<file path="src/kh_pkg.sv">
`timescale 1ns / 1ps
// ----------------------------------------------------------------------------
// kh_pkg
// Shared types and constants of the k-mer histogram counter.
// ----------------------------------------------------------------------------
`default_nettype none

package kh_pkg;

    localparam int          SYM_W      = 8;
    localparam int          QIDX_W     = 12;
    localparam int          CNT_W      = 32;
    localparam int          KLEN_W     = 3;

    localparam logic [KLEN_W-1:0] KLEN_MIN   = 3'd2;
    localparam logic [KLEN_W-1:0] KLEN_RESET = 3'd2;

    localparam logic [CNT_W-1:0]  COUNT_MAX  = 32'hFFFF_FFFF;

    // action codes
    localparam logic ACT_FEED  = 1'b0;
    localparam logic ACT_QUERY = 1'b1;

    // character codes
    localparam logic [SYM_W-1:0] SYM_A  = 8'h41;
    localparam logic [SYM_W-1:0] SYM_C  = 8'h43;
    localparam logic [SYM_W-1:0] SYM_G  = 8'h47;
    localparam logic [SYM_W-1:0] SYM_T  = 8'h54;
    localparam logic [SYM_W-1:0] SYM_LF = 8'h0A;

    // base codes
    localparam logic [1:0] BASE_A = 2'd0;
    localparam logic [1:0] BASE_C = 2'd1;
    localparam logic [1:0] BASE_G = 2'd2;
    localparam logic [1:0] BASE_T = 2'd3;

    // one histogram access; the address travels beside it
    typedef struct packed {
        logic              vld;
        logic              query;
        logic              zero;    // query index at or beyond 4^k
        logic [QIDX_W-1:0] qidx;
    } t_kh_op;

endpackage

`default_nettype wire

</file>
<file path="src/kh_window.sv">
`timescale 1ns / 1ps
// ----------------------------------------------------------------------------
// kh_window
// Base decode, rolling k-mer window and k-mer length register.
// ----------------------------------------------------------------------------
`default_nettype none

module kh_window
    import kh_pkg::*;
#(
    parameter int MAX_K = 6,
    localparam int AW   = 2 * MAX_K
) (
    input  wire logic              i_clk,
    input  wire logic              i_rst_n,
    input  wire logic              i_cfg_we,
    input  wire logic [KLEN_W-1:0] i_cfg_data,
    input  wire logic              i_acc,
    input  wire logic              i_action,
    input  wire logic [SYM_W-1:0]  i_symbol,
    input  wire logic [QIDX_W-1:0] i_kmer_index,
    output t_kh_op                 o_op,
    output logic [AW-1:0]          o_addr
);

    logic [KLEN_W-1:0]      r_kmer_len;
    logic [AW-1:0]          r_window, n_window;
    logic [KLEN_W-1:0]      r_run, n_run;
    logic [KLEN_W-1:0]      k_eff;
    logic [KLEN_W:0]        shamt;
    logic [AW-1:0]          mask;
    logic                   is_base;
    logic [1:0]             code;
    logic [QIDX_W+3:0]      q_ext;
    logic [AW+QIDX_W-1:0]   q_wide;
    logic                   hit;

    always_comb begin
        k_eff = r_kmer_len;
        if (r_kmer_len < KLEN_MIN) begin
            k_eff = KLEN_MIN;
        end else if (int'(r_kmer_len) > MAX_K) begin
            k_eff = KLEN_W'(MAX_K);
        end
    end

    assign shamt = {k_eff, 1'b0};
    assign mask  = ~({AW{1'b1}} << shamt);

    always_comb begin
        is_base = 1'b1;
        code    = BASE_A;
        case (i_symbol)
            SYM_A:   code = BASE_A;
            SYM_C:   code = BASE_C;
            SYM_G:   code = BASE_G;
            SYM_T:   code = BASE_T;
            default: is_base = 1'b0;
        endcase
    end

    assign n_window = ((r_window << 2) | AW'(code)) & mask;
    assign n_run    = (r_run < k_eff) ? r_run + 1'b1 : r_run;
    assign hit      = (n_run >= k_eff);

    // query bounds and table address
    assign q_ext  = {4'b0, i_kmer_index};
    assign q_wide = {{AW{1'b0}}, i_kmer_index};

    always_comb begin
        o_op.vld   = i_acc && ((i_action == ACT_QUERY) || (is_base && hit));
        o_op.query = (i_action == ACT_QUERY);
        o_op.zero  = ((q_ext >> shamt) != '0);
        o_op.qidx  = i_kmer_index;
        o_addr     = (i_action == ACT_QUERY) ? q_wide[AW-1:0] : n_window;
    end

    always_ff @(posedge i_clk) begin
        if (!i_rst_n) begin
            r_kmer_len <= KLEN_RESET;
            r_window   <= '0;
            r_run      <= '0;
        end else if (i_cfg_we) begin
            r_kmer_len <= i_cfg_data;
            r_window   <= '0;
            r_run      <= '0;
        end else if (i_acc && (i_action == ACT_FEED) && (i_symbol != SYM_LF)) begin
            if (is_base) begin
                r_window <= n_window;
                r_run    <= n_run;
            end else begin
                r_window <= '0;
                r_run    <= '0;
            end
        end
    end

endmodule

`default_nettype wire

</file>
<file path="config.mk">
export PLATFORM = sky130hd
export DESIGN_NAME = kh_window
export DESIGN_NICKNAME = d
export VERILOG_FILES = /design/src/kh_pkg.sv /design/src/kh_window.sv
export SDC_FILE = /design/constraint.sdc
export NUM_CORES = 1
export LEC_CHECK = 0
export BUFFER_PORTS_ARGS = -buffer_cell sky130_fd_sc_hd__buf_4
export CAP_MARGIN = 20
export CORE_AREA = 2 2 55 57
export DETAILED_ROUTE_END_ITERATION = 7
export DIE_AREA = 0 0 57 59
export PLACE_DENSITY_LB_ADDON = 0.1
export SKIP_LAST_GASP = 1
export SYNTH_ARGS = -nofsm -noshare
export SYNTH_HDL_FRONTEND = slang
export SYNTH_SLANG_ARGS = --single-unit
</file>
<file path="constraint.sdc">
create_clock -name i_clk -period 3.3 [get_ports i_clk]
set_input_delay 0.165 -clock i_clk [delete_from_list [all_inputs] [get_ports i_clk]]
set_output_delay 0.165 -clock i_clk [all_outputs]
set_load 0.05 [all_outputs]
</file>
After elaboration in Yosys (flattened, before gate mapping)
Cells that the tools add are included.
{ "word_totals": {"mem_bits_ro": 0, "input_bits": 28, "elab_cells": 36, "regBits": 16, "output_inout_bits": 27, "ram_bits": 0, "mem_count": 0, "latch_bits": 0} }
{ "op_classes": {"n_div": 0, "eq_ne": 5, "n_shift": 2, "n_reduce_logical": 8, "n_lt_le_gt_ge": 4, "muxes": 8, "add_sub_neg": 1, "bitwise": 5, "multipliers": 0} }
{ "ops": {"columns": ["cell", "count"], "rows": [
  ["$eq A8 B7 Y1 const B", 4],
  ["$reduce_bool A16 Y1", 1],
  ["$shr A12 B4 Y16", 1],
  ["$and A12 B12 Y12", 1],
  ["$mux W12", 1],
  ["$mux W3", 4],
  ["$not A12 Y12", 1],
  ["$or A12 B2 Y12", 1],
  ["$shl A12 B4 Y12 const A", 1],
  ["$mux W10", 1],
  ["$ne A8 B4 Y1 const B", 1],
  ["$pmux W2 S3", 1],
  ["$logic_and A1 B1 Y1", 4],
  ["$reduce_or A4 Y1", 1],
  ["$add A3 B1 Y3 const B", 1],
  ["$ge A3 B3 Y1", 1],
  ["$gt A3 B3 Y1 const B", 1],
  ["$lt A3 B2 Y1 const B", 1],
  ["$lt A3 B3 Y1", 1],
  ["$not A1 Y1", 2],
  ["$reduce_or A2 Y1", 1],
  ["$logic_or A1 B1 Y1", 1],
  ["$mux W1", 1]
]} }

Logic depth before layout (Yosys ltp)
{ "logic_depth": {"word_depth": 9, "depth_mapped": 14, "mapped_depth_nobuf": 13} }

Least setup slack after synthesis
Ideal clock, no wire load.
{ "synth_path": {"path_kind": "register to output", "startpoint": "register r_kmer_len[2]", "endpoint": "output o_op[14] (netlist bit)", "t_arrival_ps": 2551, "path_buffers": 1, "required_ps": 3135, "path_stages_with_launch": 12, "slack_ps": 584, "cell_sequence": "dfxtp_1 -> buf_4 -> inv_1 -> ha_1 -> a21o_1 -> a31oi_1 -> mux2_2 -> ha_1 -> a21o_1 -> a21oi_1 -> nor3_1 -> o21a_1"} }
{ "synth_rtl": {"columns": ["element", "line_no", "text"], "rows": [
  ["start, declared", "kh_window.sv:26", "logic [KLEN_W-1:0] r_kmer_len;"],
  ["start signal, assigned", "kh_window.sv:84", "r_kmer_len <= i_cfg_data;"],
  ["end, declared", "kh_window.sv:22", "output t_kh_op o_op,"]
]} }

==> impl_metrics.json <==
{
  "status": "finished, final reports clean",
  "fillers": 245,
  "reg2regPathDepth": 6,
  "drc": 0,
  "firstDrtPassIters": 4,
  "fin_nets": 233,
  "critPathRequiredTime_ns": 3.13,
  "antenna_found_initial": 0,
  "p_clk_share_pct": 21.7,
  "synth.cell_area_sq_um": 1250,
  "power_density_nw_per_um2": 298,
  "final_common_cell": "buf_4",
  "n_antenna_cell": 0,
  "rsz0062_at_grt": "false",
  "timing.critical_path.from": "r_kmer_len[1]$_SDFFE_PN1P_",
  "ys_warn_count": 0,
  "p_comb_share_pct": 36.4,
  "p_switching_uw": 175,
  "track_usage_pct": 19.4,
  "p_sw_share_pct": 37.0,
  "htreeDepth": 1,
  "critPathKind": "register to output pin",
  "routed-via-count": 1233,
  "period_needed_ns": 3.04,
  "grt_pass1_wl_mm": 5.16,
  "cts_sinks": 16,
  "syn_nets": 193,
  "cts_tree": "done",
  "avgRoutedWirePerCell_um": 13.8,
  "grt_pass1_vias": 1206,
  "synth_cells": 159,
  "gr-total-overflow": 0,
  "holdBufCountCts": 0,
  "setup_violations": 0,
  "hold_viol_final": 0,
  "power_report.internal_total_uw": 299,
  "drive_gt1_share_pct": 34.5,
  "fmax_ghz": 0.329,
  "dieArea_sq_um": 3360,
  "core_area_sq_um": 2710,
  "clk_pin_slew_ns": 0.10,
  "design_area_sq_um": 1590,
  "slew_headroom_pct": 63.9,
  "fp.dieH_um": 59,
  "cts_setup_buffers": 0,
  "ios": 55,
  "cts_resized": 0,
  "grt_max_degree": 26,
  "drtAntennaViolNets": 0,
  "min_period_over_period_pct": 92.0,
  "skew_ns": 0.00612,
  "layout.cells.most_common_list": "55 x buf_4, 22 x nand2_1, 16 x nor2_1, 16 x dfxtp_1, 12 x o21ai_0",
  "viasPerCell": 5.41,
  "worst_setup_path_start_kind": "register",
  "die_w_um": 57,
  "io_buffers": 54,
  "drt-initial-drc-count": 41,
  "gp_congestion": 0.806,
  "worstHoldPathType": "input pin to register",
  "reg2reg_to": "r_run[1]$_SDFFE_PP0P_",
  "avgSynthCellArea_sq_um": 7.89,
  "r2r_start": "r_kmer_len[1]$_SDFFE_PN1P_",
  "row_count": 19,
  "cts_buffers": 3,
  "maxCapViolations": 0,
  "synthToLayoutAreaGrowth_pct": 26.6,
  "cts_root_buffer": "clkbuf_4",
  "worst_pin_slew_ns": 0.540,
  "start_util_pct": 46.3,
  "insertion_delay_ns": 0.28,
  "endpoint": "o_op[14]",
  "timing.setup.tns_ns": 0,
  "synth_cell_types": 40,
  "clk_path_buf_depth": 2,
  "endpoint_kind": "output pin",
  "yosysSeqAreaShare_pct": 25.5,
  "finalMaxSlewViolations": 0,
  "seq_power_share_pct": 41.9,
  "ys_ff_latch": 16,
  "leakage_uw": 0.000723,
  "routed_wl_mm": 3.14,
  "dp_hpwl_mm": 2.53,
  "dpl-instance-area_sq_um": 1570,
  "r2r_setup_slack_ns": 1.46,
  "cp_max_fo": 7,
  "worstPathArrival_ns": 2.87,
  "irDropWorstVdd_mv": 0.249
}
==> critical path, stage by stage (launching register included) <==
cell	delay, ns
dfxtp_1	0.49
nor2_1	0.13
ha_1	0.19
a21o_1	0.21
a31oi_1	0.30
o21ai_1	0.10
ha_1	0.27
nand2b_1	0.14
a21o_1	0.18
a21oi_1	0.15
nor3_1	0.06
o21a_1	0.17
buf_4	0.18
==> registers in the layout, summed over array words and instances (netlist names) <==
register,cells
r_kmer_len,3
r_window,10
r_run,3
==> logic make-up (layout without fill, tap and decap cells) <==
logic type / Yosys count / after routing / synth area share, %
compound gates: 42 / 42 / 23.0
fa+ha+maj: 6 / 6 / 5.98
xor+xnor: 2 / 2 / 2.59
flops: 16 / 16 / 25.5
simple gates: 63 / 63 / 25.9
buf+inv: 25 / 63 / 12.7
mux: 5 / 5 / 4.29
==> per-stage QoR <==
stage / hold slack [ns] / instances / worst slack, ns / utilization, % / total power (uW)
after detailed placement: 0.413 / 225 / 0.592 / 57.8 / 376
final: 0.115 / 228 / 0.264 / 58.6 / 474
after floorplan: 0.264 / 159 / 0.584 / - / 320
after CTS: 0.120 / 228 / 0.272 / 58.6 / 480
after global routing: 0.111 / 228 / 0.0767 / 58.6 / 500
after global placement: 0.409 / 225 / 0.687 / 57.8 / 374
==> power groups by stage <==
stage | logic, uW | registers, uW | clock network, uW
6_report | 172 | 199 | 103
5_1_grt | 183 | 199 | 118
4_1_cts | 173 | 199 | 108
3_5_place_dp | 173 | 203 | 0
3_3_place_gp | 171 | 203 | 0
2_1_floorplan | 119 | 201 | 0
==> layout make-up <==
class / count / area (sq um) / area share, %
multi-input combinational: 118 / 776 / 48.8
sequential: 16 / 320 / 20.2
timing repair buffer: 55 / 413 / 26.0
tap: 31 / 38.8 / 2.44
inverter: 5 / 18.8 / 1.18
clock buffer: 3 / 22.5 / 1.42
==> metal layers <==
metal | GRT usage (%) | part of all wire [%] | vias up | wire length [um]
li1 | - | - | 633 | -
met1 | 24.7 | 44 | 580 | 1390
met2 | 33.7 | 52 | 18 | 1640
met3 | 3.06 | 2.9 | 2 | 90
met4 | 6.64 | 0.54 | 0 | 17
met5 | 0 | 0 | - | 0
==> worst min-delay path by stage <==
stage / from / cells past startpoint / endpoint
2_1_floorplan: i_rst_n / 1 / r_kmer_len[1]$_SDFFE_PN1P_
3_3_place_gp: i_rst_n / 2 / r_kmer_len[0]$_SDFFE_PN0P_
3_5_place_dp: i_cfg_data[1] / 3 / r_kmer_len[1]$_SDFFE_PN1P_
4_1_cts: i_cfg_data[1] / 3 / r_kmer_len[1]$_SDFFE_PN1P_
5_1_grt: i_cfg_data[1] / 3 / r_kmer_len[1]$_SDFFE_PN1P_
6_report: i_cfg_data[1] / 3 / r_kmer_len[1]$_SDFFE_PN1P_
==> cells in the mapped netlist <==
master | instances | area share, %
nand2_1 | 22 | 6.6
dfxtp_1 | 16 | 26
nor2_1 | 16 | 4.8
buf_4 | 15 | 9.0
o21ai_0 | 12 | 4.8
a21oi_1 | 8 | 3.2
a32oi_1 | 6 | 4.2
ha_1 | 6 | 6.0
inv_1 | 5 | 1.5
nand2b_1 | 4 | 2.0
nor2b_1 | 4 | 2.0
clkbuf_1 | 3 | 0.90
mux2_2 | 3 | 2.7
nand3_1 | 3 | 1.2
a21o_1 | 2 | 1.2
a22oi_1 | 2 | 1.2
a31o_1 | 2 | 1.4
a31oi_1 | 2 | 1.0
and3_1 | 2 | 1.0
mux2i_1 | 2 | 1.6
nor3_1 | 2 | 0.80
nor3b_1 | 2 | 1.2
nor4bb_1 | 2 | 1.6
o211ai_1 | 2 | 1.2
a21oi_2 | 1 | 0.70
a311o_1 | 1 | 0.80
a31o_2 | 1 | 0.70
and3b_1 | 1 | 0.70
buf_2 | 1 | 0.40
buf_6 | 1 | 0.90
nor3_4 | 1 | 1.3
nor4_1 | 1 | 0.50
nor4b_1 | 1 | 0.70
o211ai_4 | 1 | 1.7
o21a_1 | 1 | 0.60
o21ai_1 | 1 | 0.40
or3_1 | 1 | 0.50
or4b_4 | 1 | 1.1
xnor2_2 | 1 | 1.3
xor2_2 | 1 | 1.3
(Power assumes the default switching activity.)
